File: config.mk
export PLATFORM = sky130hd
export DESIGN_NAME = kt_mul
export DESIGN_NICKNAME = d
export VERILOG_FILES = /design/src/hw/rtl/kt_pkg.sv /design/src/hw/rtl/kt_mul.sv
export SDC_FILE = /design/constraint.sdc
export NUM_CORES = 2
export LEC_CHECK = 0
export ABC_AREA = 1
export ABC_CLOCK_PERIOD_IN_PS = 8900
export BUFFER_PORTS_ARGS = -buffer_cell sky130_fd_sc_hd__buf_2
export CAP_MARGIN = 20
export CORE_ASPECT_RATIO = 0.5
export CORE_MARGIN = 3
export CORE_UTILIZATION = 60
export DETAILED_ROUTE_END_ITERATION = 6
export GPL_TIMING_DRIVEN = 0
export MAX_ROUTING_LAYER = met4
export PLACE_DENSITY = 0.77
export SYNTH_ARGS = -nofsm -noshare
export SYNTH_HDL_FRONTEND = slang
export SYNTH_SLANG_ARGS = --single-unit
File: constraint.sdc
create_clock -name clk -period 8.9 [get_ports clk]
set_input_delay 0.89 -clock clk [delete_from_list [all_inputs] [get_ports clk]]
set_output_delay 0.89 -clock clk [all_outputs]
set_load 0.05 [all_outputs]
File: src/hw/rtl/kt_pkg.sv
// ----------------------------------------------------------------------------
// kt_pkg: shared types, constants and microcode for the 3-axis tracker
// fixed-point constants, operand codes, micro-op format and the program rom
// ----------------------------------------------------------------------------
`default_nettype none

package kt_pkg;

  localparam int FRAC_BITS = 16;
  localparam int DATA_W    = 32;
  localparam int CFG_W     = 24;
  localparam int CFG_IDX_W = 3;
  localparam int DT_W      = 17;
  localparam int NUM_W     = DATA_W + FRAC_BITS;
  localparam int DIV_CNT_W = $clog2(NUM_W + 1);
  localparam int PC_W      = 6;
  localparam int NTMP      = 28;
  localparam int TMP_IW    = $clog2(NTMP);

  localparam logic signed [DATA_W-1:0] ONE_FX     = DATA_W'(64'sd1 <<< FRAC_BITS);
  localparam logic signed [DATA_W-1:0] HALF_FX    = DATA_W'(64'sd1 <<< (FRAC_BITS - 1));
  localparam logic signed [DATA_W-1:0] QUARTER_FX = DATA_W'(64'sd1 <<< (FRAC_BITS - 2));
  localparam logic signed [DATA_W-1:0] TEN_FX     = DATA_W'(64'sd10 <<< FRAC_BITS);
  localparam logic signed [DATA_W-1:0] MAX_FX     = {1'b0, {(DATA_W-1){1'b1}}};
  localparam logic signed [DATA_W-1:0] MIN_FX     = {1'b1, {(DATA_W-1){1'b0}}};

  localparam logic [DT_W-1:0]  DT_RESET    = DT_W'(6554);
  localparam logic [CFG_W-1:0] NOISE_RESET = CFG_W'(65536);

  typedef enum logic [CFG_IDX_W-1:0] {
    REG_TIME_STEP    = 3'd0,
    REG_MEAS_NOISE_X = 3'd1,
    REG_MEAS_NOISE_Y = 3'd2,
    REG_MEAS_NOISE_Z = 3'd3,
    REG_ACCEL_NOISE  = 3'd4
  } cfg_reg_t;

  typedef enum logic [1:0] {
    UOP_MUL,
    UOP_ADD,
    UOP_SUB,
    UOP_DIV
  } uop_op_t;

  // operand codes; everything from OP_DT2 on lives in the temporary file
  typedef enum logic [5:0] {
    OP_ZERO, OP_ONE, OP_HALF, OP_QUARTER, OP_DT, OP_SA, OP_SIG, OP_MEAS,
    OP_ACC, OP_EP, OP_EV, OP_C0, OP_C1, OP_C2,
    OP_DT2, OP_DT3, OP_DT4, OP_S2, OP_GP, OP_QPP, OP_QPV, OP_QVV,
    OP_R, OP_A1, OP_A2, OP_P, OP_V, OP_T, OP_P00, OP_P01, OP_P11,
    OP_K0, OP_K1, OP_Y, OP_GA, OP_GB, OP_M00, OP_M01, OP_M10, OP_M11,
    OP_KR0, OP_KR1
  } opnd_t;

  typedef struct packed {
    uop_op_t op;
    opnd_t   dst;
    opnd_t   sa;
    opnd_t   sb;
    opnd_t   sc;
    opnd_t   sd;
  } uop_t;

  typedef enum logic [2:0] {
    ST_IDLE,
    ST_EXEC,
    ST_MULWB,
    ST_DIVWAIT,
    ST_ROTATE,
    ST_DONE
  } seq_state_t;

  typedef struct packed {
    uop_t       uop;
    logic [1:0] axis;
    logic       wr_en;
    logic       div_go;
    logic       rotate;
    logic       finish;
    logic       wait_div;
  } ctrl_t;

  localparam logic [PC_W-1:0] AXIS_START = PC_W'(10);
  localparam logic [PC_W-1:0] PROG_LAST  = PC_W'(48);

  function automatic uop_t mk(uop_op_t op, opnd_t d, opnd_t a, opnd_t b,
                              opnd_t c, opnd_t e);
    uop_t u;
    u.op = op; u.dst = d; u.sa = a; u.sb = b; u.sc = c; u.sd = e;
    return u;
  endfunction

  // common terms first, then the per-axis program
  function automatic uop_t prog(logic [PC_W-1:0] pc);
    uop_t u;
    unique case (pc)
      6'd0:  u = mk(UOP_MUL, OP_DT2, OP_DT,  OP_DT,      OP_ZERO, OP_ZERO);
      6'd1:  u = mk(UOP_MUL, OP_DT3, OP_DT2, OP_DT,      OP_ZERO, OP_ZERO);
      6'd2:  u = mk(UOP_MUL, OP_DT4, OP_DT3, OP_DT,      OP_ZERO, OP_ZERO);
      6'd3:  u = mk(UOP_MUL, OP_S2,  OP_SA,  OP_SA,      OP_ZERO, OP_ZERO);
      6'd4:  u = mk(UOP_MUL, OP_A1,  OP_DT4, OP_QUARTER, OP_ZERO, OP_ZERO);
      6'd5:  u = mk(UOP_MUL, OP_QPP, OP_A1,  OP_S2,      OP_ZERO, OP_ZERO);
      6'd6:  u = mk(UOP_MUL, OP_A1,  OP_DT3, OP_HALF,    OP_ZERO, OP_ZERO);
      6'd7:  u = mk(UOP_MUL, OP_QPV, OP_A1,  OP_S2,      OP_ZERO, OP_ZERO);
      6'd8:  u = mk(UOP_MUL, OP_QVV, OP_DT2, OP_S2,      OP_ZERO, OP_ZERO);
      6'd9:  u = mk(UOP_MUL, OP_GP,  OP_DT2, OP_HALF,    OP_ZERO, OP_ZERO);
      6'd10: u = mk(UOP_MUL, OP_R,   OP_SIG, OP_SIG,     OP_ZERO, OP_ZERO);
      6'd11: u = mk(UOP_MUL, OP_A1,  OP_DT,  OP_EV,      OP_ZERO, OP_ZERO);
      6'd12: u = mk(UOP_MUL, OP_A2,  OP_GP,  OP_ACC,     OP_ZERO, OP_ZERO);
      6'd13: u = mk(UOP_ADD, OP_P,   OP_EP,  OP_A1,      OP_A2,   OP_ZERO);
      6'd14: u = mk(UOP_MUL, OP_A1,  OP_DT,  OP_ACC,     OP_ZERO, OP_ZERO);
      6'd15: u = mk(UOP_ADD, OP_V,   OP_EV,  OP_A1,      OP_ZERO, OP_ZERO);
      6'd16: u = mk(UOP_MUL, OP_A1,  OP_DT,  OP_C2,      OP_ZERO, OP_ZERO);
      6'd17: u = mk(UOP_ADD, OP_T,   OP_C1,  OP_A1,      OP_ZERO, OP_ZERO);
      6'd18: u = mk(UOP_MUL, OP_A1,  OP_DT,  OP_C1,      OP_ZERO, OP_ZERO);
      6'd19: u = mk(UOP_MUL, OP_A2,  OP_DT,  OP_T,       OP_ZERO, OP_ZERO);
      6'd20: u = mk(UOP_ADD, OP_P00, OP_C0,  OP_A1,      OP_A2,   OP_QPP);
      6'd21: u = mk(UOP_ADD, OP_P01, OP_T,   OP_QPV,     OP_ZERO, OP_ZERO);
      6'd22: u = mk(UOP_ADD, OP_P11, OP_C2,  OP_QVV,     OP_ZERO, OP_ZERO);
      6'd23: u = mk(UOP_DIV, OP_K0,  OP_P00, OP_P00,     OP_R,    OP_ZERO);
      6'd24: u = mk(UOP_DIV, OP_K1,  OP_P01, OP_P00,     OP_R,    OP_ZERO);
      6'd25: u = mk(UOP_SUB, OP_Y,   OP_MEAS, OP_ZERO,   OP_ZERO, OP_P);
      6'd26: u = mk(UOP_MUL, OP_A1,  OP_K0,  OP_Y,       OP_ZERO, OP_ZERO);
      6'd27: u = mk(UOP_ADD, OP_EP,  OP_P,   OP_A1,      OP_ZERO, OP_ZERO);
      6'd28: u = mk(UOP_MUL, OP_A1,  OP_K1,  OP_Y,       OP_ZERO, OP_ZERO);
      6'd29: u = mk(UOP_ADD, OP_EV,  OP_V,   OP_A1,      OP_ZERO, OP_ZERO);
      6'd30: u = mk(UOP_SUB, OP_GA,  OP_ONE, OP_ZERO,    OP_ZERO, OP_K0);
      6'd31: u = mk(UOP_SUB, OP_GB,  OP_ZERO, OP_ZERO,   OP_ZERO, OP_K1);
      6'd32: u = mk(UOP_MUL, OP_M00, OP_GA,  OP_P00,     OP_ZERO, OP_ZERO);
      6'd33: u = mk(UOP_MUL, OP_M01, OP_GA,  OP_P01,     OP_ZERO, OP_ZERO);
      6'd34: u = mk(UOP_MUL, OP_A1,  OP_GB,  OP_P00,     OP_ZERO, OP_ZERO);
      6'd35: u = mk(UOP_ADD, OP_M10, OP_A1,  OP_P01,     OP_ZERO, OP_ZERO);
      6'd36: u = mk(UOP_MUL, OP_A1,  OP_GB,  OP_P01,     OP_ZERO, OP_ZERO);
      6'd37: u = mk(UOP_ADD, OP_M11, OP_A1,  OP_P11,     OP_ZERO, OP_ZERO);
      6'd38: u = mk(UOP_MUL, OP_KR0, OP_K0,  OP_R,       OP_ZERO, OP_ZERO);
      6'd39: u = mk(UOP_MUL, OP_KR1, OP_K1,  OP_R,       OP_ZERO, OP_ZERO);
      6'd40: u = mk(UOP_MUL, OP_A1,  OP_M00, OP_GA,      OP_ZERO, OP_ZERO);
      6'd41: u = mk(UOP_MUL, OP_A2,  OP_KR0, OP_K0,      OP_ZERO, OP_ZERO);
      6'd42: u = mk(UOP_ADD, OP_C0,  OP_A1,  OP_A2,      OP_ZERO, OP_ZERO);
      6'd43: u = mk(UOP_MUL, OP_A1,  OP_M00, OP_GB,      OP_ZERO, OP_ZERO);
      6'd44: u = mk(UOP_MUL, OP_A2,  OP_KR0, OP_K1,      OP_ZERO, OP_ZERO);
      6'd45: u = mk(UOP_ADD, OP_C1,  OP_A1,  OP_M01,     OP_A2,   OP_ZERO);
      6'd46: u = mk(UOP_MUL, OP_A1,  OP_M10, OP_GB,      OP_ZERO, OP_ZERO);
      6'd47: u = mk(UOP_MUL, OP_A2,  OP_KR1, OP_K1,      OP_ZERO, OP_ZERO);
      6'd48: u = mk(UOP_ADD, OP_C2,  OP_A1,  OP_M11,     OP_A2,   OP_ZERO);
      default: u = mk(UOP_ADD, OP_A1, OP_ZERO, OP_ZERO,  OP_ZERO, OP_ZERO);
    endcase
    return u;
  endfunction

endpackage

`default_nettype wire

File: src/hw/rtl/kt_mul.sv
// ----------------------------------------------------------------------------
// kt_mul: shared fixed-point multiplier
// registered 32x32 product, then round to nearest and saturate
// ----------------------------------------------------------------------------
`default_nettype none

module kt_mul
  import kt_pkg::*;
(
  input  wire logic                     clk,
  input  wire logic signed [DATA_W-1:0] a,
  input  wire logic signed [DATA_W-1:0] b,
  output logic signed [DATA_W-1:0]      res
);

  localparam logic signed [2*DATA_W-1:0] RND = (2*DATA_W)'(64'sd1 <<< (FRAC_BITS - 1));

  logic signed [2*DATA_W-1:0] prod;
  logic signed [2*DATA_W-1:0] rnd;
  logic signed [2*DATA_W-1:0] sh;

  always_ff @(posedge clk) begin
    prod <= a * b;
  end

  always_comb begin
    rnd = prod + RND;
    sh  = rnd >>> FRAC_BITS;
    if (sh > (2*DATA_W)'(MAX_FX)) begin
      res = MAX_FX;
    end else if (sh < (2*DATA_W)'(MIN_FX)) begin
      res = MIN_FX;
    end else begin
      res = sh[DATA_W-1:0];
    end
  end

endmodule

`default_nettype wire

==> results by group <==
Worst setup path
  – Crit path arrival time: 9.09 ns
  – Crit path largest cell delay: 0.65 ns
  – CP max-delay cell: fa_1
  – CP Capture Type: register
  – Critical path peak fanout: 14
  – Critical path class: in -> reg
  – Critical Path Start Type: input pin
  – CP bufs+invs: 5
  – Top Family by Delay on Critical Path: adder cells
  – Most frequent CP cell: fa_1
  – Required time worst endpoint: 9.02 ns

Synthesis
  – Post-synth ARST share: 0
  – Syn. warnings: 0
  – Post-Syn Nets: 6,514
  – Synth top area share: 0.5343
  – EDFF count, synth: 0
  – Top post-synthesis cells by area: fa_1 53%, inv_1 15%, nand2_1 13%, ha_1 5.6%, dfxtp_1 2.4%
  – Mapped Area: 40,500 µm²
  – Synthesized flop and latch total: 49
  – Synth Flop Type: dfxtp_1
  – Syn avg cell area: 7.809 µm²
  – Sequential-to-total area share from yosys stat: 0.02422
  – Cells after Synth: 5,187
  – Biggest area consumer among synthesized cells: fa_1
  – Netlist cell types: 36
  – Most common library cells after synthesis: 1,628 x inv_1, 1,383 x nand2_1, 1,081 x fa_1
  – Most numerous cell in the Yosys netlist: inv_1

STA
  – Final Hold Fails: 0
  – Slew Limit Fails: 0
  – Final WS setup: -0.06728 ns
  – RSZ-0062 raised after global routing: true
  – Final setup fails: 2
  – Worst-margin pin slew: 1.345 ns
  – Normalized max-slew margin: 0.1031
  – Clock period minus worst slack: 8.967 ns
  – Fin Hold WS: 1.621 ns
  – Fmax: 111.5 MHz
  – Crit share post-route: 1.008

Clock network
  – CTS tree: built
  – Htree depth: 2
  – Num CTS Buffers: 5
  – Clock-pin slew on the worst setup and hold paths: 0.06 ns
  – Clk Tree Root Cell: clkbuf_16
  – CTS sink count: 49
  – Clock Tree Buf Depth: 2

Cells and area
  – Largest reg by FF count: prod
  – Layout cells sized above 1: 0.04035
  – Fill cell count: 5,777
  – Max reg flops: 49
  – Largest regs: prod (49)
  – Final instance area: 42,940 µm²
  – Synthesis-to-finish area growth: 6.027%
  – Fin nets: 6,655

Detailed routing
  – Initial DRC count: 4,934
  – Via density: 5.792
  – Remaining DRCs: 0
  – Routed WL: 166,400 µm
  – Routed len/inst: 26.68 µm
  – Drt first pass iters: 7
  – Routed vias: 36,132
  – Remaining antenna violation count: 0

Floorplan
  – Core Rows: 66
  – # IOs: 97
  – Die Footprint: 70,850 µm²
  – Core Box Area: 65,900 µm²
  – Die height: 189.7 µm
  – Die width: 373.4 µm
  – Initial Utilization: 0.6146

Global route
  – First-pass GRT wire length: 242,400 µm
  – Initial antenna violation count: 15
  – Largest net degree at the start of global routing: 16
  – GRT Total Usage: 0.4942
  – Total gr overflow: 0
  – Number of global-route vias before repair: 37,373

Flow run
  – Max capacitance violation total: 0

Placed design
  – GP Congestion: 1.136
  – Placed Area: 42,380 µm²
  – Port Buffers: 96
  – DP Wirelength: 141,700 µm

Outcome
  – Failing checks: setup timing
  – Outcome: finished, violations left

Min path
  – Hold Crit Class: in -> reg
## repair_timing
item | in CTS | in global routing
setup endpoints to repair | 14 | 20
gates cloned | 0 | 0
hold buffers | 0 | 0
pin swaps | 0 | 1
buffers inserted | 5 | 8
resized for setup | 7 | 79
## final cells by class
| type | instances | area, µm² | area share |
|---|---|---|---|
| Timing Repair Buffer | 140 | 1079 | 0.02511 |
| Sequential cell | 49 | 980.9 | 0.02284 |
| Inverter | 1629 | 6122 | 0.1426 |
| Multi-Input combinational cell | 3311 | 32640 | 0.7601 |
| Clock inverter | 2 | 15.01 | 0.0003496 |
| Tap cell | 884 | 1106 | 0.02576 |
| Buffer | 192 | 807.0 | 0.01879 |
| Clock buffer | 6 | 128.9 | 0.003001 |
| Antenna cell | 25 | 62.56 | 0.001457 |
## routing by layer
layer | global-route usage | part of all wire
met2 | 0.6330 | 0.37
met5 | - | 0
met4 | 0.1993 | 0.056
met3 | 0.2584 | 0.20
met1 | 0.6533 | 0.37
## final timing paths
path	from	end	slack, ns	cells after the start
min	a[0]	prod[23]	1.62	6
max	b[10]	prod[63]	-0.07	25
## metrics by stage
step	cells	util	worst slack (ns)	setup TNS, ns
after floorplan	5187	-	1.076	0
after global placement	6167	0.6387	-1.011	-13.19
after detailed placement	6185	0.6431	-1.153	-15.04
after CTS	6193	0.6460	0.02440	0
after global routing	6231	0.6514	-0.01274	-0.01409
final	6238	0.6517	-0.06728	-0.1037
## cells in the final DEF, fill, tap and decap left out, drive strengths merged, types with 18 or more instances in the layout
cell type	netlist	routed
nor3	18	18
nand3	56	56
nor2	268	268
xor2	60	60
xnor2	25	25
nand2	1392	1392
o21ai	60	60
fa	1081	1081
inv	1629	1627
clkbuf	191	185
diode	0	25
buf	7	150
dfxtp	49	49
nand4	25	25
a21oi	88	88
ha	181	181
## cell families after synthesis
group,Yosys count,synth area share
buffers and inverters,1827,0.1701
and+or+nand+nor,1776,0.1715
adders and majority gates,1262,0.5902
AOI/OAI and AO/OA,188,0.02555
xor gates and xnor gates,85,0.01838
DFF,49,0.02422
Power is not shown: default switching activity piles up to over one toggle a cycle in this logic, so the estimate is an artifact.
