==> src/hw/rtl/kt_pkg.sv <==
// ----------------------------------------------------------------------------
// kt_pkg: shared types, constants and microcode for the 3-axis tracker
// fixed-point constants, operand codes, micro-op format and the program rom
// ----------------------------------------------------------------------------
`default_nettype none

package kt_pkg;

  localparam int FRAC_BITS = 16;
  localparam int DATA_W    = 32;
  localparam int CFG_W     = 24;
  localparam int CFG_IDX_W = 3;
  localparam int DT_W      = 17;
  localparam int NUM_W     = DATA_W + FRAC_BITS;
  localparam int DIV_CNT_W = $clog2(NUM_W + 1);
  localparam int PC_W      = 6;
  localparam int NTMP      = 28;
  localparam int TMP_IW    = $clog2(NTMP);

  localparam logic signed [DATA_W-1:0] ONE_FX     = DATA_W'(64'sd1 <<< FRAC_BITS);
  localparam logic signed [DATA_W-1:0] HALF_FX    = DATA_W'(64'sd1 <<< (FRAC_BITS - 1));
  localparam logic signed [DATA_W-1:0] QUARTER_FX = DATA_W'(64'sd1 <<< (FRAC_BITS - 2));
  localparam logic signed [DATA_W-1:0] TEN_FX     = DATA_W'(64'sd10 <<< FRAC_BITS);
  localparam logic signed [DATA_W-1:0] MAX_FX     = {1'b0, {(DATA_W-1){1'b1}}};
  localparam logic signed [DATA_W-1:0] MIN_FX     = {1'b1, {(DATA_W-1){1'b0}}};

  localparam logic [DT_W-1:0]  DT_RESET    = DT_W'(6554);
  localparam logic [CFG_W-1:0] NOISE_RESET = CFG_W'(65536);

  typedef enum logic [CFG_IDX_W-1:0] {
    REG_TIME_STEP    = 3'd0,
    REG_MEAS_NOISE_X = 3'd1,
    REG_MEAS_NOISE_Y = 3'd2,
    REG_MEAS_NOISE_Z = 3'd3,
    REG_ACCEL_NOISE  = 3'd4
  } cfg_reg_t;

  typedef enum logic [1:0] {
    UOP_MUL,
    UOP_ADD,
    UOP_SUB,
    UOP_DIV
  } uop_op_t;

  // operand codes; everything from OP_DT2 on lives in the temporary file
  typedef enum logic [5:0] {
    OP_ZERO, OP_ONE, OP_HALF, OP_QUARTER, OP_DT, OP_SA, OP_SIG, OP_MEAS,
    OP_ACC, OP_EP, OP_EV, OP_C0, OP_C1, OP_C2,
    OP_DT2, OP_DT3, OP_DT4, OP_S2, OP_GP, OP_QPP, OP_QPV, OP_QVV,
    OP_R, OP_A1, OP_A2, OP_P, OP_V, OP_T, OP_P00, OP_P01, OP_P11,
    OP_K0, OP_K1, OP_Y, OP_GA, OP_GB, OP_M00, OP_M01, OP_M10, OP_M11,
    OP_KR0, OP_KR1
  } opnd_t;

  typedef struct packed {
    uop_op_t op;
    opnd_t   dst;
    opnd_t   sa;
    opnd_t   sb;
    opnd_t   sc;
    opnd_t   sd;
  } uop_t;

  typedef enum logic [2:0] {
    ST_IDLE,
    ST_EXEC,
    ST_MULWB,
    ST_DIVWAIT,
    ST_ROTATE,
    ST_DONE
  } seq_state_t;

  typedef struct packed {
    uop_t       uop;
    logic [1:0] axis;
    logic       wr_en;
    logic       div_go;
    logic       rotate;
    logic       finish;
    logic       wait_div;
  } ctrl_t;

  localparam logic [PC_W-1:0] AXIS_START = PC_W'(10);
  localparam logic [PC_W-1:0] PROG_LAST  = PC_W'(48);

  function automatic uop_t mk(uop_op_t op, opnd_t d, opnd_t a, opnd_t b,
                              opnd_t c, opnd_t e);
    uop_t u;
    u.op = op; u.dst = d; u.sa = a; u.sb = b; u.sc = c; u.sd = e;
    return u;
  endfunction

  // common terms first, then the per-axis program
  function automatic uop_t prog(logic [PC_W-1:0] pc);
    uop_t u;
    unique case (pc)
      6'd0:  u = mk(UOP_MUL, OP_DT2, OP_DT,  OP_DT,      OP_ZERO, OP_ZERO);
      6'd1:  u = mk(UOP_MUL, OP_DT3, OP_DT2, OP_DT,      OP_ZERO, OP_ZERO);
      6'd2:  u = mk(UOP_MUL, OP_DT4, OP_DT3, OP_DT,      OP_ZERO, OP_ZERO);
      6'd3:  u = mk(UOP_MUL, OP_S2,  OP_SA,  OP_SA,      OP_ZERO, OP_ZERO);
      6'd4:  u = mk(UOP_MUL, OP_A1,  OP_DT4, OP_QUARTER, OP_ZERO, OP_ZERO);
      6'd5:  u = mk(UOP_MUL, OP_QPP, OP_A1,  OP_S2,      OP_ZERO, OP_ZERO);
      6'd6:  u = mk(UOP_MUL, OP_A1,  OP_DT3, OP_HALF,    OP_ZERO, OP_ZERO);
      6'd7:  u = mk(UOP_MUL, OP_QPV, OP_A1,  OP_S2,      OP_ZERO, OP_ZERO);
      6'd8:  u = mk(UOP_MUL, OP_QVV, OP_DT2, OP_S2,      OP_ZERO, OP_ZERO);
      6'd9:  u = mk(UOP_MUL, OP_GP,  OP_DT2, OP_HALF,    OP_ZERO, OP_ZERO);
      6'd10: u = mk(UOP_MUL, OP_R,   OP_SIG, OP_SIG,     OP_ZERO, OP_ZERO);
      6'd11: u = mk(UOP_MUL, OP_A1,  OP_DT,  OP_EV,      OP_ZERO, OP_ZERO);
      6'd12: u = mk(UOP_MUL, OP_A2,  OP_GP,  OP_ACC,     OP_ZERO, OP_ZERO);
      6'd13: u = mk(UOP_ADD, OP_P,   OP_EP,  OP_A1,      OP_A2,   OP_ZERO);
      6'd14: u = mk(UOP_MUL, OP_A1,  OP_DT,  OP_ACC,     OP_ZERO, OP_ZERO);
      6'd15: u = mk(UOP_ADD, OP_V,   OP_EV,  OP_A1,      OP_ZERO, OP_ZERO);
      6'd16: u = mk(UOP_MUL, OP_A1,  OP_DT,  OP_C2,      OP_ZERO, OP_ZERO);
      6'd17: u = mk(UOP_ADD, OP_T,   OP_C1,  OP_A1,      OP_ZERO, OP_ZERO);
      6'd18: u = mk(UOP_MUL, OP_A1,  OP_DT,  OP_C1,      OP_ZERO, OP_ZERO);
      6'd19: u = mk(UOP_MUL, OP_A2,  OP_DT,  OP_T,       OP_ZERO, OP_ZERO);
      6'd20: u = mk(UOP_ADD, OP_P00, OP_C0,  OP_A1,      OP_A2,   OP_QPP);
      6'd21: u = mk(UOP_ADD, OP_P01, OP_T,   OP_QPV,     OP_ZERO, OP_ZERO);
      6'd22: u = mk(UOP_ADD, OP_P11, OP_C2,  OP_QVV,     OP_ZERO, OP_ZERO);
      6'd23: u = mk(UOP_DIV, OP_K0,  OP_P00, OP_P00,     OP_R,    OP_ZERO);
      6'd24: u = mk(UOP_DIV, OP_K1,  OP_P01, OP_P00,     OP_R,    OP_ZERO);
      6'd25: u = mk(UOP_SUB, OP_Y,   OP_MEAS, OP_ZERO,   OP_ZERO, OP_P);
      6'd26: u = mk(UOP_MUL, OP_A1,  OP_K0,  OP_Y,       OP_ZERO, OP_ZERO);
      6'd27: u = mk(UOP_ADD, OP_EP,  OP_P,   OP_A1,      OP_ZERO, OP_ZERO);
      6'd28: u = mk(UOP_MUL, OP_A1,  OP_K1,  OP_Y,       OP_ZERO, OP_ZERO);
      6'd29: u = mk(UOP_ADD, OP_EV,  OP_V,   OP_A1,      OP_ZERO, OP_ZERO);
      6'd30: u = mk(UOP_SUB, OP_GA,  OP_ONE, OP_ZERO,    OP_ZERO, OP_K0);
      6'd31: u = mk(UOP_SUB, OP_GB,  OP_ZERO, OP_ZERO,   OP_ZERO, OP_K1);
      6'd32: u = mk(UOP_MUL, OP_M00, OP_GA,  OP_P00,     OP_ZERO, OP_ZERO);
      6'd33: u = mk(UOP_MUL, OP_M01, OP_GA,  OP_P01,     OP_ZERO, OP_ZERO);
      6'd34: u = mk(UOP_MUL, OP_A1,  OP_GB,  OP_P00,     OP_ZERO, OP_ZERO);
      6'd35: u = mk(UOP_ADD, OP_M10, OP_A1,  OP_P01,     OP_ZERO, OP_ZERO);
      6'd36: u = mk(UOP_MUL, OP_A1,  OP_GB,  OP_P01,     OP_ZERO, OP_ZERO);
      6'd37: u = mk(UOP_ADD, OP_M11, OP_A1,  OP_P11,     OP_ZERO, OP_ZERO);
      6'd38: u = mk(UOP_MUL, OP_KR0, OP_K0,  OP_R,       OP_ZERO, OP_ZERO);
      6'd39: u = mk(UOP_MUL, OP_KR1, OP_K1,  OP_R,       OP_ZERO, OP_ZERO);
      6'd40: u = mk(UOP_MUL, OP_A1,  OP_M00, OP_GA,      OP_ZERO, OP_ZERO);
      6'd41: u = mk(UOP_MUL, OP_A2,  OP_KR0, OP_K0,      OP_ZERO, OP_ZERO);
      6'd42: u = mk(UOP_ADD, OP_C0,  OP_A1,  OP_A2,      OP_ZERO, OP_ZERO);
      6'd43: u = mk(UOP_MUL, OP_A1,  OP_M00, OP_GB,      OP_ZERO, OP_ZERO);
      6'd44: u = mk(UOP_MUL, OP_A2,  OP_KR0, OP_K1,      OP_ZERO, OP_ZERO);
      6'd45: u = mk(UOP_ADD, OP_C1,  OP_A1,  OP_M01,     OP_A2,   OP_ZERO);
      6'd46: u = mk(UOP_MUL, OP_A1,  OP_M10, OP_GB,      OP_ZERO, OP_ZERO);
      6'd47: u = mk(UOP_MUL, OP_A2,  OP_KR1, OP_K1,      OP_ZERO, OP_ZERO);
      6'd48: u = mk(UOP_ADD, OP_C2,  OP_A1,  OP_M11,     OP_A2,   OP_ZERO);
      default: u = mk(UOP_ADD, OP_A1, OP_ZERO, OP_ZERO,  OP_ZERO, OP_ZERO);
    endcase
    return u;
  endfunction

endpackage

`default_nettype wire

==> src/hw/rtl/kt_seq.sv <==
// ----------------------------------------------------------------------------
// kt_seq: microcode sequencer
// walks the common program once and the axis program three times
// ----------------------------------------------------------------------------
`default_nettype none

module kt_seq
  import kt_pkg::*;
(
  input  wire logic clk,
  input  wire logic rst,
  input  wire logic start,
  input  wire logic div_done,
  input  wire logic out_busy,
  output logic      idle,
  output ctrl_t     ctrl
);

  seq_state_t      state, state_next;
  logic [PC_W-1:0] pc;
  logic [1:0]      axis;
  uop_t            uop;

  assign uop = prog(pc);

  always_comb begin
    state_next = state;
    unique case (state)
      ST_IDLE:    if (start) state_next = ST_EXEC;
      ST_EXEC: begin
        unique case (uop.op)
          UOP_MUL: state_next = ST_MULWB;
          UOP_DIV: state_next = ST_DIVWAIT;
          default: state_next = (pc == PROG_LAST) ? ST_ROTATE : ST_EXEC;
        endcase
      end
      ST_MULWB:   state_next = (pc == PROG_LAST) ? ST_ROTATE : ST_EXEC;
      ST_DIVWAIT: if (div_done) state_next = (pc == PROG_LAST) ? ST_ROTATE : ST_EXEC;
      ST_ROTATE:  state_next = (axis == 2'd2) ? ST_DONE : ST_EXEC;
      ST_DONE:    if (!out_busy) state_next = ST_IDLE;
      default:    state_next = ST_IDLE;
    endcase
  end

  always_comb begin
    ctrl          = '0;
    ctrl.uop      = uop;
    ctrl.axis     = axis;
    ctrl.wait_div = (state == ST_DIVWAIT);
    unique case (state)
      ST_EXEC: begin
        ctrl.wr_en  = (uop.op == UOP_ADD) || (uop.op == UOP_SUB);
        ctrl.div_go = (uop.op == UOP_DIV);
      end
      ST_MULWB:   ctrl.wr_en  = 1'b1;
      ST_DIVWAIT: ctrl.wr_en  = div_done;
      ST_ROTATE:  ctrl.rotate = 1'b1;
      ST_DONE:    ctrl.finish = !out_busy;
      default:    ctrl.wr_en  = 1'b0;
    endcase
  end

  assign idle = (state == ST_IDLE);

  always_ff @(posedge clk) begin
    if (rst) begin
      state <= ST_IDLE;
      pc    <= '0;
      axis  <= '0;
    end else begin
      state <= state_next;
      if (state == ST_IDLE) begin
        pc   <= '0;
        axis <= '0;
      end else if (state == ST_ROTATE) begin
        pc   <= AXIS_START;
        axis <= axis + 2'd1;
      end else if (ctrl.wr_en) begin
        pc <= pc + PC_W'(1);
      end
    end
  end

endmodule

`default_nettype wire

==> config.mk <==
export PLATFORM = sky130hd
export DESIGN_NAME = kt_seq
export DESIGN_NICKNAME = d
export VERILOG_FILES = /design/src/hw/rtl/kt_pkg.sv /design/src/hw/rtl/kt_seq.sv
export SDC_FILE = /design/constraint.sdc
export NUM_CORES = 1
export LEC_CHECK = 0
export BUFFER_PORTS_ARGS = -buffer_cell sky130_fd_sc_hd__buf_2
export CAP_MARGIN = 15
export CORE_MARGIN = 4
export CORE_UTILIZATION = 25
export CTS_CLUSTER_DIAMETER = 150
export CTS_CLUSTER_SIZE = 30
export DETAILED_ROUTE_END_ITERATION = 10
export HOLD_SLACK_MARGIN = 0.06
export MAX_ROUTING_LAYER = met4
export SYNTH_ARGS = -nofsm -noshare
export SYNTH_HDL_FRONTEND = slang
export SYNTH_SLANG_ARGS = --single-unit
==> constraint.sdc <==
create_clock -name clk -period 6.8 [get_ports clk]
set_clock_uncertainty 0.15 [all_clocks]
set_input_delay 0.68 -clock clk [delete_from_list [all_inputs] [get_ports clk]]
set_output_delay 0.68 -clock clk [all_outputs]
set_load 0.02 [all_outputs]
==> results.sh <==
export IMPL_clkPwrFrac_pct=22.3
export IMPL_wirelength_um=7980
export IMPL_portBuffers=42
export IMPL_p_sw_mw=0.137
export IMPL_fp_coreArea_um2=9240
export IMPL_hold_viol=0
export IMPL_cts_resized_gates=0
export IMPL_hp_start="axis[1]$_SDFFE_PP0P_"
export IMPL_cts_tree="built"
export IMPL_first_pass_iters=5
export IMPL_endpoint_kind="output pin"
export IMPL_final_antenna_net_count=0
export IMPL_final_instance_count_excl_fill=479
export IMPL_drive_gt1_share_pct=19.7
export IMPL_p_int_mw=0.163
export IMPL_synthCells=339
export IMPL_dieArea_um2=11100
export IMPL_vias=2649
export IMPL_ios=45
export IMPL_synthTopCellsByArea="ha_1 9.5%, dfxtp_1 9.3%, a21oi_1 7.0%"
export IMPL_cp_data_required_time_ns=5.97
export IMPL_worstPathArrival_ns=3.72
export IMPL_rr_worst_depth=11
export IMPL_clockBufferDepth=2
export IMPL_dp_cells=475
export IMPL_die_y_um=105
export IMPL_synthArstFlopShare_pct=0
export IMPL_min_period_ns=4.55
export IMPL_min_path_cells=2
export IMPL_yosys_register_bits=11
export IMPL_avgSynthCellArea_um2=6.98
export IMPL_tightest_slew_ns=0.737
export IMPL_ys_seq_area_share_pct=9.30
export IMPL_synth_top_cell_by_area="ha_1"
export IMPL_min_to="axis[1]$_SDFFE_PP0P_"
export IMPL_tns_ns=0
export IMPL_wl_per_cell_um=16.7
export IMPL_crit_fanout=20
export IMPL_grt_pass1_vias=2491
export IMPL_track_usage_pct=14.2
export IMPL_cts_htree_levels=1
export IMPL_grt_ovfl_total=0
export IMPL_drv_cap=0
export IMPL_swShare_pct=45.6
export IMPL_hold_buffers=0
export IMPL_startpoint="pc[0]$_SDFFE_PP0P_"
export IMPL_worst_r2r_endpoint="state[0]$_SDFFE_PP0P_"
export IMPL_post_cts_buffers=0
export IMPL_synth_edf_count=0
export IMPL_slew_viol_final=0
export IMPL_slew_headroom_pct=50.8
export IMPL_synth_cell_type_count=71
export IMPL_leakage_nw=1.02
export IMPL_n_antenna_cell=0
export IMPL_peakVddDrop_mv=0.168
export IMPL_hpwl_um=5720
export IMPL_start_util_pct=25.6
export IMPL_antenna_found_initial=0
export IMPL_fin_nets=374
export IMPL_post_route_period_util_pct=66.9
export IMPL_pwr_share_seq_pct=27.2
export IMPL_via_per_inst=5.53
export IMPL_synth_ff_type="dfxtp_1"
export IMPL_drc=0
export IMPL_clkSinkCount=11
export IMPL_power_frac_comb_pct=50.5
export IMPL_start_kind="register"
export IMPL_netlist_area_um2=2370
export IMPL_synth_top_area_share_pct=9.51
export IMPL_drt_iter0_drc=238
export IMPL_grt_max_degree=38
export IMPL_setup_viol=0
export IMPL_area_growth_pct=8.99
export IMPL_powerDensity_nw_per_um2=116
export IMPL_num_rows=35
export IMPL_r2r_start="pc[0]$_SDFFE_PP0P_"
export IMPL_cts_buffers=3
export IMPL_reg2reg_slack_ns=2.88
export IMPL_crit_type="reg -> out"
export IMPL_place_gp_congestion=0.964
export IMPL_cts_root_buf="clkbuf_8"
export IMPL_hold_path_class="reg -> reg"
export IMPL_yosys_top_cells_count="33 x a21oi_1, 33 x nor2_1, 27 x nand2_1"
export IMPL_insertion_delay_ns=0.24
export IMPL_grt_pass1_wl_um=12900
export IMPL_grt_setup_unrepaired="false"
export IMPL_path_clk_slew_ns=0.06
export IMPL_yosysWarningCount=0
export IMPL_status="finished clean"
export IMPL_die_w_um=105
export IMPL_fmax_ghz=0.220
## how the worst max path moves through the flow
stage,to,cells past startpoint
floorplan,ctrl[4],11
global placement,ctrl[4],10
detailed placement,ctrl[4],10
CTS,ctrl[4],10
global route,ctrl[4],10
finish,ctrl[4],10
## registers in the layout, summed over array words and instances (netlist names)
register  cells
axis          2
pc            6
state         3
## area by class of cell
cell class / instances / area, um^2
well taps: 129 / 161
clock buffers: 3 / 41.3
repair buffers: 46 / 240
clock inverters: 1 / 5.00
flip-flops and latches: 11 / 223
inverters: 16 / 60.1
fillers: 1030 / 6660
multi-input cells: 273 / 1850
## critical path, stage by stage, from the launching register on
cell,delay [ns]
dfxtp_1,0.79
inv_1,0.31
ha_1,0.57
nor2b_1,0.39
o21ai_0,0.18
nand3_1,0.14
o21ai_0,0.13
ha_1,0.39
a22oi_4,0.28
nor2_1,0.09
buf_2,0.19
## through the flow
step / worst slack, ns / power, mW / util (%) / hold slack, ns / cell area (um^2)
2_1_floorplan: 3.18 / 0.195 / - / 0.389 / 2370
3_3_place_gp: 2.78 / 0.232 / 27.4 / 0.308 / 2530
3_5_place_dp: 2.61 / 0.232 / 27.4 / 0.316 / 2530
4_1_cts: 2.36 / 0.301 / 27.9 / 0.332 / 2580
5_1_grt: 1.96 / 0.323 / 27.9 / 0.388 / 2580
6_report: 2.25 / 0.300 / 27.9 / 0.331 / 2580
## cell usage in the layout (no fill, tap or decap), drive strengths merged, types with 6 or more instances in the layout
master,instances
buf,46
a21oi,33
o21ai,23
nand2b,8
nand3,12
nor3,6
ha,18
inv,16
dfxtp,11
nor2,35
nor2b,10
nand2,27
mux2i,9
o211ai,10
or3,6
## per-layer routing
metal | wire length (um) | track usage [%]
met1 | 3480 | 19.7
met2 | 3630 | 21.4
met3 | 692 | 2.88
met5 | 0 | -
met4 | 177 | 3.19
## power groups by stage
stage / registers, mW / clock network [mW] / logic, mW
6_report: 0.0815 / 0.0669 / 0.152
5_1_grt: 0.0827 / 0.0733 / 0.167
4_1_cts: 0.0809 / 0.0692 / 0.150
3_5_place_dp: 0.0823 / 0 / 0.150
3_3_place_gp: 0.0817 / 0 / 0.150
2_1_floorplan: 0.0703 / 0 / 0.125
## cells by family (layout without fill, tap and decap cells)
kind of cell | count (synthesis) | after routing | synth area share (%)
AND/OR/NAND/NOR | 124 | 124 | 27.2
AO/OA/AOI/OAI | 116 | 116 | 34.1
buffers and inverters | 56 | 66 | 12.7
adder cells (fa/ha/maj) | 18 | 18 | 9.51
multiplexers | 12 | 12 | 6.66
flip-flops | 11 | 11 | 9.30
other | 1 | 2 | 0.158
XOR/XNOR | 1 | 1 | 0.370
No activity file was read; power rests on OpenSTA's default activity.
