<file path="src/hw/rtl/kt_pkg.sv">
// ----------------------------------------------------------------------------
// kt_pkg: shared types, constants and microcode for the 3-axis tracker
// fixed-point constants, operand codes, micro-op format and the program rom
// ----------------------------------------------------------------------------
`default_nettype none

package kt_pkg;

  localparam int FRAC_BITS = 16;
  localparam int DATA_W    = 32;
  localparam int CFG_W     = 24;
  localparam int CFG_IDX_W = 3;
  localparam int DT_W      = 17;
  localparam int NUM_W     = DATA_W + FRAC_BITS;
  localparam int DIV_CNT_W = $clog2(NUM_W + 1);
  localparam int PC_W      = 6;
  localparam int NTMP      = 28;
  localparam int TMP_IW    = $clog2(NTMP);

  localparam logic signed [DATA_W-1:0] ONE_FX     = DATA_W'(64'sd1 <<< FRAC_BITS);
  localparam logic signed [DATA_W-1:0] HALF_FX    = DATA_W'(64'sd1 <<< (FRAC_BITS - 1));
  localparam logic signed [DATA_W-1:0] QUARTER_FX = DATA_W'(64'sd1 <<< (FRAC_BITS - 2));
  localparam logic signed [DATA_W-1:0] TEN_FX     = DATA_W'(64'sd10 <<< FRAC_BITS);
  localparam logic signed [DATA_W-1:0] MAX_FX     = {1'b0, {(DATA_W-1){1'b1}}};
  localparam logic signed [DATA_W-1:0] MIN_FX     = {1'b1, {(DATA_W-1){1'b0}}};

  localparam logic [DT_W-1:0]  DT_RESET    = DT_W'(6554);
  localparam logic [CFG_W-1:0] NOISE_RESET = CFG_W'(65536);

  typedef enum logic [CFG_IDX_W-1:0] {
    REG_TIME_STEP    = 3'd0,
    REG_MEAS_NOISE_X = 3'd1,
    REG_MEAS_NOISE_Y = 3'd2,
    REG_MEAS_NOISE_Z = 3'd3,
    REG_ACCEL_NOISE  = 3'd4
  } cfg_reg_t;

  typedef enum logic [1:0] {
    UOP_MUL,
    UOP_ADD,
    UOP_SUB,
    UOP_DIV
  } uop_op_t;

  // operand codes; everything from OP_DT2 on lives in the temporary file
  typedef enum logic [5:0] {
    OP_ZERO, OP_ONE, OP_HALF, OP_QUARTER, OP_DT, OP_SA, OP_SIG, OP_MEAS,
    OP_ACC, OP_EP, OP_EV, OP_C0, OP_C1, OP_C2,
    OP_DT2, OP_DT3, OP_DT4, OP_S2, OP_GP, OP_QPP, OP_QPV, OP_QVV,
    OP_R, OP_A1, OP_A2, OP_P, OP_V, OP_T, OP_P00, OP_P01, OP_P11,
    OP_K0, OP_K1, OP_Y, OP_GA, OP_GB, OP_M00, OP_M01, OP_M10, OP_M11,
    OP_KR0, OP_KR1
  } opnd_t;

  typedef struct packed {
    uop_op_t op;
    opnd_t   dst;
    opnd_t   sa;
    opnd_t   sb;
    opnd_t   sc;
    opnd_t   sd;
  } uop_t;

  typedef enum logic [2:0] {
    ST_IDLE,
    ST_EXEC,
    ST_MULWB,
    ST_DIVWAIT,
    ST_ROTATE,
    ST_DONE
  } seq_state_t;

  typedef struct packed {
    uop_t       uop;
    logic [1:0] axis;
    logic       wr_en;
    logic       div_go;
    logic       rotate;
    logic       finish;
    logic       wait_div;
  } ctrl_t;

  localparam logic [PC_W-1:0] AXIS_START = PC_W'(10);
  localparam logic [PC_W-1:0] PROG_LAST  = PC_W'(48);

  function automatic uop_t mk(uop_op_t op, opnd_t d, opnd_t a, opnd_t b,
                              opnd_t c, opnd_t e);
    uop_t u;
    u.op = op; u.dst = d; u.sa = a; u.sb = b; u.sc = c; u.sd = e;
    return u;
  endfunction

  // common terms first, then the per-axis program
  function automatic uop_t prog(logic [PC_W-1:0] pc);
    uop_t u;
    unique case (pc)
      6'd0:  u = mk(UOP_MUL, OP_DT2, OP_DT,  OP_DT,      OP_ZERO, OP_ZERO);
      6'd1:  u = mk(UOP_MUL, OP_DT3, OP_DT2, OP_DT,      OP_ZERO, OP_ZERO);
      6'd2:  u = mk(UOP_MUL, OP_DT4, OP_DT3, OP_DT,      OP_ZERO, OP_ZERO);
      6'd3:  u = mk(UOP_MUL, OP_S2,  OP_SA,  OP_SA,      OP_ZERO, OP_ZERO);
      6'd4:  u = mk(UOP_MUL, OP_A1,  OP_DT4, OP_QUARTER, OP_ZERO, OP_ZERO);
      6'd5:  u = mk(UOP_MUL, OP_QPP, OP_A1,  OP_S2,      OP_ZERO, OP_ZERO);
      6'd6:  u = mk(UOP_MUL, OP_A1,  OP_DT3, OP_HALF,    OP_ZERO, OP_ZERO);
      6'd7:  u = mk(UOP_MUL, OP_QPV, OP_A1,  OP_S2,      OP_ZERO, OP_ZERO);
      6'd8:  u = mk(UOP_MUL, OP_QVV, OP_DT2, OP_S2,      OP_ZERO, OP_ZERO);
      6'd9:  u = mk(UOP_MUL, OP_GP,  OP_DT2, OP_HALF,    OP_ZERO, OP_ZERO);
      6'd10: u = mk(UOP_MUL, OP_R,   OP_SIG, OP_SIG,     OP_ZERO, OP_ZERO);
      6'd11: u = mk(UOP_MUL, OP_A1,  OP_DT,  OP_EV,      OP_ZERO, OP_ZERO);
      6'd12: u = mk(UOP_MUL, OP_A2,  OP_GP,  OP_ACC,     OP_ZERO, OP_ZERO);
      6'd13: u = mk(UOP_ADD, OP_P,   OP_EP,  OP_A1,      OP_A2,   OP_ZERO);
      6'd14: u = mk(UOP_MUL, OP_A1,  OP_DT,  OP_ACC,     OP_ZERO, OP_ZERO);
      6'd15: u = mk(UOP_ADD, OP_V,   OP_EV,  OP_A1,      OP_ZERO, OP_ZERO);
      6'd16: u = mk(UOP_MUL, OP_A1,  OP_DT,  OP_C2,      OP_ZERO, OP_ZERO);
      6'd17: u = mk(UOP_ADD, OP_T,   OP_C1,  OP_A1,      OP_ZERO, OP_ZERO);
      6'd18: u = mk(UOP_MUL, OP_A1,  OP_DT,  OP_C1,      OP_ZERO, OP_ZERO);
      6'd19: u = mk(UOP_MUL, OP_A2,  OP_DT,  OP_T,       OP_ZERO, OP_ZERO);
      6'd20: u = mk(UOP_ADD, OP_P00, OP_C0,  OP_A1,      OP_A2,   OP_QPP);
      6'd21: u = mk(UOP_ADD, OP_P01, OP_T,   OP_QPV,     OP_ZERO, OP_ZERO);
      6'd22: u = mk(UOP_ADD, OP_P11, OP_C2,  OP_QVV,     OP_ZERO, OP_ZERO);
      6'd23: u = mk(UOP_DIV, OP_K0,  OP_P00, OP_P00,     OP_R,    OP_ZERO);
      6'd24: u = mk(UOP_DIV, OP_K1,  OP_P01, OP_P00,     OP_R,    OP_ZERO);
      6'd25: u = mk(UOP_SUB, OP_Y,   OP_MEAS, OP_ZERO,   OP_ZERO, OP_P);
      6'd26: u = mk(UOP_MUL, OP_A1,  OP_K0,  OP_Y,       OP_ZERO, OP_ZERO);
      6'd27: u = mk(UOP_ADD, OP_EP,  OP_P,   OP_A1,      OP_ZERO, OP_ZERO);
      6'd28: u = mk(UOP_MUL, OP_A1,  OP_K1,  OP_Y,       OP_ZERO, OP_ZERO);
      6'd29: u = mk(UOP_ADD, OP_EV,  OP_V,   OP_A1,      OP_ZERO, OP_ZERO);
      6'd30: u = mk(UOP_SUB, OP_GA,  OP_ONE, OP_ZERO,    OP_ZERO, OP_K0);
      6'd31: u = mk(UOP_SUB, OP_GB,  OP_ZERO, OP_ZERO,   OP_ZERO, OP_K1);
      6'd32: u = mk(UOP_MUL, OP_M00, OP_GA,  OP_P00,     OP_ZERO, OP_ZERO);
      6'd33: u = mk(UOP_MUL, OP_M01, OP_GA,  OP_P01,     OP_ZERO, OP_ZERO);
      6'd34: u = mk(UOP_MUL, OP_A1,  OP_GB,  OP_P00,     OP_ZERO, OP_ZERO);
      6'd35: u = mk(UOP_ADD, OP_M10, OP_A1,  OP_P01,     OP_ZERO, OP_ZERO);
      6'd36: u = mk(UOP_MUL, OP_A1,  OP_GB,  OP_P01,     OP_ZERO, OP_ZERO);
      6'd37: u = mk(UOP_ADD, OP_M11, OP_A1,  OP_P11,     OP_ZERO, OP_ZERO);
      6'd38: u = mk(UOP_MUL, OP_KR0, OP_K0,  OP_R,       OP_ZERO, OP_ZERO);
      6'd39: u = mk(UOP_MUL, OP_KR1, OP_K1,  OP_R,       OP_ZERO, OP_ZERO);
      6'd40: u = mk(UOP_MUL, OP_A1,  OP_M00, OP_GA,      OP_ZERO, OP_ZERO);
      6'd41: u = mk(UOP_MUL, OP_A2,  OP_KR0, OP_K0,      OP_ZERO, OP_ZERO);
      6'd42: u = mk(UOP_ADD, OP_C0,  OP_A1,  OP_A2,      OP_ZERO, OP_ZERO);
      6'd43: u = mk(UOP_MUL, OP_A1,  OP_M00, OP_GB,      OP_ZERO, OP_ZERO);
      6'd44: u = mk(UOP_MUL, OP_A2,  OP_KR0, OP_K1,      OP_ZERO, OP_ZERO);
      6'd45: u = mk(UOP_ADD, OP_C1,  OP_A1,  OP_M01,     OP_A2,   OP_ZERO);
      6'd46: u = mk(UOP_MUL, OP_A1,  OP_M10, OP_GB,      OP_ZERO, OP_ZERO);
      6'd47: u = mk(UOP_MUL, OP_A2,  OP_KR1, OP_K1,      OP_ZERO, OP_ZERO);
      6'd48: u = mk(UOP_ADD, OP_C2,  OP_A1,  OP_M11,     OP_A2,   OP_ZERO);
      default: u = mk(UOP_ADD, OP_A1, OP_ZERO, OP_ZERO,  OP_ZERO, OP_ZERO);
    endcase
    return u;
  endfunction

endpackage

`default_nettype wire

</file>
<file path="src/hw/rtl/kt_div.sv">
// ----------------------------------------------------------------------------
// kt_div: iterative gain divider
// radix-2 restoring division of num * 2^frac by (p00 + r), toward zero
// ----------------------------------------------------------------------------
`default_nettype none

module kt_div
  import kt_pkg::*;
(
  input  wire logic                     clk,
  input  wire logic                     rst,
  input  wire logic                     go,
  input  wire logic signed [DATA_W-1:0] num,
  input  wire logic signed [DATA_W-1:0] p00,
  input  wire logic signed [DATA_W-1:0] r,
  output logic                          done,
  output logic signed [DATA_W-1:0]      res
);

  logic                   busy;
  logic [DIV_CNT_W-1:0]   cnt;
  logic                   neg;
  logic                   zero;
  logic [DATA_W:0]        dvs;
  logic [DATA_W:0]        rem;
  logic [NUM_W-1:0]       quo;

  logic signed [DATA_W+1:0] ssum;
  logic [DATA_W-1:0]        nmag;
  logic [DATA_W+1:0]        shifted;
  logic [DATA_W+2:0]        diff;

  assign ssum    = {{2{p00[DATA_W-1]}}, p00} + {{2{r[DATA_W-1]}}, r};
  assign nmag    = num[DATA_W-1] ? DATA_W'(-{num[DATA_W-1], num}) : num;
  assign shifted = {rem, quo[NUM_W-1]};
  assign diff    = {1'b0, shifted} - {2'b0, dvs};

  always_ff @(posedge clk) begin
    if (rst) begin
      busy <= 1'b0;
      done <= 1'b0;
      cnt  <= '0;
    end else begin
      done <= busy && (cnt == DIV_CNT_W'(1));
      if (go) begin
        busy <= 1'b1;
        cnt  <= DIV_CNT_W'(NUM_W);
      end else if (busy) begin
        cnt <= cnt - DIV_CNT_W'(1);
        if (cnt == DIV_CNT_W'(1)) begin
          busy <= 1'b0;
        end
      end
    end
  end

  always_ff @(posedge clk) begin
    if (go) begin
      neg  <= num[DATA_W-1];
      zero <= ssum[DATA_W+1] || (ssum == '0);
      dvs  <= ssum[DATA_W:0];
      rem  <= '0;
      quo  <= {nmag, {FRAC_BITS{1'b0}}};
    end else if (busy) begin
      if (!diff[DATA_W+2]) begin
        rem <= diff[DATA_W:0];
      end else begin
        rem <= shifted[DATA_W:0];
      end
      quo <= {quo[NUM_W-2:0], !diff[DATA_W+2]};
    end
  end

  // sign and saturation of the magnitude quotient, zero for a non-positive divisor
  always_comb begin
    if (zero) begin
      res = '0;
    end else if (neg) begin
      if (quo > NUM_W'({1'b1, {(DATA_W-1){1'b0}}})) begin
        res = MIN_FX;
      end else begin
        res = -DATA_W'(quo[DATA_W-1:0]);
      end
    end else if (quo > NUM_W'(MAX_FX)) begin
      res = MAX_FX;
    end else begin
      res = quo[DATA_W-1:0];
    end
  end

endmodule

`default_nettype wire

</file>
<file path="config.mk">
export PLATFORM = sky130hd
export DESIGN_NAME = kt_div
export DESIGN_NICKNAME = d
export VERILOG_FILES = /design/src/hw/rtl/kt_pkg.sv /design/src/hw/rtl/kt_div.sv
export SDC_FILE = /design/constraint.sdc
export NUM_CORES = 1
export LEC_CHECK = 0
export BUFFER_PORTS_ARGS = -buffer_cell sky130_fd_sc_hd__buf_2
export CAP_MARGIN = 20
export CORE_ASPECT_RATIO = 0.5
export CORE_UTILIZATION = 25
export DETAILED_ROUTE_END_ITERATION = 12
export GPL_TIMING_DRIVEN = 0
export SETUP_SLACK_MARGIN = 0.3
export SLEW_MARGIN = 20
export SYNTH_ARGS = -nofsm -noshare
export SYNTH_HDL_FRONTEND = slang
export SYNTH_SLANG_ARGS = --single-unit
</file>
<file path="constraint.sdc">
create_clock -name clk -period 4.4 [get_ports clk]
set_input_delay 0.88 -clock clk [delete_from_list [all_inputs] [get_ports clk]]
set_output_delay 0.88 -clock clk [all_outputs]
set_load 0.05 [all_outputs]
</file>
==> flow_results.org <==
** Power
- Static leakage :: 0.005180 µW
- Of the total power, combinational logic draws 33.8%.
- Internal Pwr Total :: 2731 µW
- Net switching power :: 1506 µW
- In this run, the clock network consumes 32.0% of the power.
- Net switching is 35.55% of the power.
- Power spread over the standard cell area amounts to 333.0 mW/mm².
- VDD IR-drop max :: 238.9 µV
- Registers are responsible for 34.2% of the overall power.

** Timing
- The final hold violation count was 0.
- Transition time of the tightest slew-check pin :: 0.9048 ns
- After layout, the worst setup slack is 0.003936 ns.
- Headroom to the max-slew limit came out at 39.68%.
- Upper clock frequency limit :: 227.5 MHz
- Setup repair after global routing could not meet its margin everywhere.
- Setup violations remaining at the end of the flow were counted as 0.
- Clock tree skew after final layout :: 0.008927 ns
- After layout, the worst path uses 99.91% of the clock period.
- The routed design could run at a clock period as short as 4.396 ns.
- The count of final max-slew check failures is 0.

** Routing
- After detailed routing, the average wire length per cell comes to 15.47 µm.
- Count of unresolved DRC violations after routing :: 0
- For this block, the via count after detailed routing is 9972.
- Antenna-violating nets left :: 0
- Via count normalized by instance count :: 5.041
- After the first detailed-routing iteration, the DRC count stood at 677.
- Summed over all layers, the routed wires come to 30.60 mm.
- First-pass DRT Iterations :: 6

** Global route
- Met3 layer usage reported by global route :: 1.719%
- For this run, the total global-route usage over all layers was measured as 14.51%.
- The number of antenna violations at the first check in global routing is 0.
- First-pass GRT wire length :: 47.88 mm
- Summed over all layers, the global routing overflow is 0.
- Via count of the first global-routing pass :: 9006
- Met2 capacity usage during global routing :: 24.21%
- The global routing stage identified its most utilized layer as met2.
- Entering global routing, the biggest net connects 39 pins.
- For this run, global-route usage on met1 was measured as 19.76%.

** Die
- Starting Density :: 25.69%
- For this design the top-level I/O count stands at 132.
- DIE AREA :: 0.04131 mm²
- FP Rows :: 51
- The floorplan step set the die width to 286.4 µm.
- The core region is 0.03937 mm².
- Height of the chip :: 144.2 µm

** Status
- Outcome :: complete, no violations

** Setup path
- Category of the worst setup path launch point :: flop
- The worst setup path is captured at an output port.
- The critical path is of the flop to output port type.
- Worst reg2reg setup slack :: 0.45 ns
- At the worst endpoint, the required time is 3.52 ns.
- Arrival time reported for the critical path endpoint :: 3.52 ns
- Along the worst path, the maximum fanout reaches 7.

** Placed design
- OpenSTA, run right after detailed placement, puts the worst setup slack at -0.5581 ns.
- During placement, the flow inserted port buffers numbering 130.
- Summing all placed instances gives a cell area of 0.01145 mm².
- Including well taps, the total number of placed cells is 1926.
- Routability-driven placement finished with a final weighted congestion of 0.8779.
- Summed over all nets, the half-perimeter wirelength after detailed placement is 23.30 mm.

** Clocking
- The cell sitting at the root of the clock tree is a clkbuf_16.
- Total number of clock tree sinks :: 124
- CTS max path bufs :: 2
- Source-to-sink clock delay at the later pin of the worst-skew pair :: 0.42 ns
- Clock tree from TritonCTS :: yes
- Clock tree synthesis inserted a total of 17 buffers.
- CTS clk-pin slew, worst paths :: 0.06 ns
- The number of hold buffers added after CTS was 0.
- Deepest level of the CTS H-tree :: 4

** Layout
- Leaving out filler cells and counting taps, the final layout contains 1978.
- Post-route cell area :: 0.01272 mm²
- Of the cells placed in the final design, the portion with a size suffix greater than 1 is 18.37%.
- Antenna cell count :: 0
- The net count of the finished layout is 1605.
- Once layout is complete, the utilization of the core stands at 32.32%.
- Layout overhead on the synthesized area :: 25.82%

** Synthesis
- Dividing the synthesized area by the synthesized cell count gives 7.995 µm².
- Flops & latches, synth :: 124
- Gate count after technology mapping :: 1265
- Number of flops mapped to enable cells by yosys :: 67
- Yosys warning total :: 0
- Ranking of synthesized cells by area :: edfxtp_1 20%, dfxtp_1 11%, ha_1 8.5%
- Combined area of all synthesized cells :: 0.01011 mm²
- For this run, the register share of the synthesized area comes to 31.18%.
- Dominant synthesized flop cell :: edfxtp_1
- The number of different library cells used by synthesis comes to 71.
- Synthesis produced a netlist with a net count of 1435.
- Share of async-settable or async-resettable flops after synthesis :: 0%
- The share of synthesized area in the top cell type comes to 19.89%.
- Library cell with the largest summed area after synthesis :: edfxtp_1

** Min path
- In this run the worst hold path is classified as flop to flop.

** Flow run
- Count of max-cap constraint violations :: 0
[what timing repair did]
item / CTS / global route
resized for setup: 92 / 58
endpoints found under the setup margin: 62 / 65
pin swaps: 7 / 9
buffers inserted: 9 / 11
[flip-flops by register name, indices dropped and copies added (netlist names)]
name	flops
done	1
zero	1
quo	48
neg	1
dvs	33
cnt	6
rem	33
busy	1
[power groups by stage]
stage	Sequential [µW]	Clock, µW	Combinational (µW)
finish	1450	1350	1430
CTS	1450	1370	1380
global route	1460	1420	1590
floorplan	1440	0	975
global placement	1470	0	1300
detailed placement	1470	0	1310
[synth_stat cells, types with 5 or more instances]
master and instances:
a2111oi_0 5, a21boi_0 5, nand2b_1 14, o21ai_0 73
a211o_1 7, nor4_1 19, or3_1 9, a21o_1 28
a22o_1 9, nand3_1 54, o211ai_1 10, mux2i_1 19
o21bai_1 7, o22ai_1 12, xor2_1 31, clkbuf_1 55
nor2_1 149, o21a_1 9, a21oi_1 71, nor3_1 33
o31ai_1 13, o41ai_1 9, nor2b_1 10, a311oi_1 31
nand4_1 10, a211oi_1 17, buf_2 5, xnor2_1 42
and3_1 9, nand2_1 137, edfxtp_1 67, or2_2 8
dfxtp_1 57, ha_1 69, inv_1 73, and2_1 7
a31oi_1 19
[path summary, 6_finish.rpt]
kind	startpoint	to	depth (start not counted)
worst max register to register	quo[47]$_DFFE_PP_	rem[28]$_SDFFE_PP0P_	14
worst min register to register	cnt[1]$_SDFFE_PP0P_	cnt[1]$_SDFFE_PP0P_	2
worst min-delay path	cnt[1]$_SDFFE_PP0P_	cnt[1]$_SDFFE_PP0P_	2
worst max-delay path	quo[13]$_SDFFE_PP0P_	res[29]	13
[cell usage in the layout, fill, tap and decap left out, types with 8 or more instances in the layout]
cell and count:
or2_2 8, o22ai_1 12, clkbuf_1 50, nand3_1 53, clkbuf_16 17, xor2_1 31, o31ai_1 13, nand4_1 10
nor2b_1 10, o41ai_1 8, nand2_1 135, o21ai_0 71, a31oi_1 17, a21oi_1 69, nand2b_1 14, ha_1 68
mux2i_1 19, o211ai_1 10, nor4_1 16, a311oi_1 16, dfxtp_1 52, buf_4 31, a311oi_2 8, a211oi_1 16
inv_1 72, xnor2_1 42, a22o_1 9, nor3_1 31, nor2_1 140, o21a_1 9, edfxtp_1 67, or3_1 9
a21o_1 28, buf_6 25, buf_2 102
[layer usage]
metal | vias up | wire length (µm)
li1 | 5002 | -
met1 | 4744 | 14630
met2 | 195 | 14410
met3 | 31 | 974
met4 | 0 | 590
met5 | - | 0
[metrics by stage]
step / total power [µW] / hold WS, ns / setup TNS, ns
after detailed placement: 2775 / 0.4911 / -0.8247
after floorplan: 2410 / 0.4573 / -0.3438
after global routing: 4472 / 0.5228 / -0.2920
after CTS: 4194 / 0.5053 / 0
final: 4237 / 0.5018 / 0
after global placement: 2767 / 0.4878 / -0.9441
[critical path, cell delays in order, from the launching register on]
cell and delay [ns]:
dfxtp_2 0.38, nor4_4 0.32, and3_4 0.25, nand4_4 0.07, or3_4 0.35, or3_4 0.35, or3_4 0.34, buf_4 0.14
buf_6 0.12, nor3_1 0.18, a21oi_1 0.11, nor2_1 0.21, a311oi_4 0.08, buf_6 0.21
[final cells by class]
type / count / area [µm²]
clock buffer: 19 / 432.9
inverter: 75 / 281.5
clock inverter: 13 / 126.4
multi-input combinational: 1003 / 6797
buffer: 63 / 287.8
tap: 530 / 663.1
sequential: 124 / 3164
timing repair buffer: 151 / 972.2
fill: 4158 / 26650
[kinds of logic after synthesis]
logic type / Yosys count / share of synthesized area (%)
compound gates: 360 / 24.11
xor+xnor: 73 / 6.322
fa+ha+maj: 71 / 8.932
buf+inv: 138 / 5.258
flops: 124 / 31.18
mux: 19 / 1.880
simple gates: 480 / 22.32
Power figures use the tool's default switching activity.
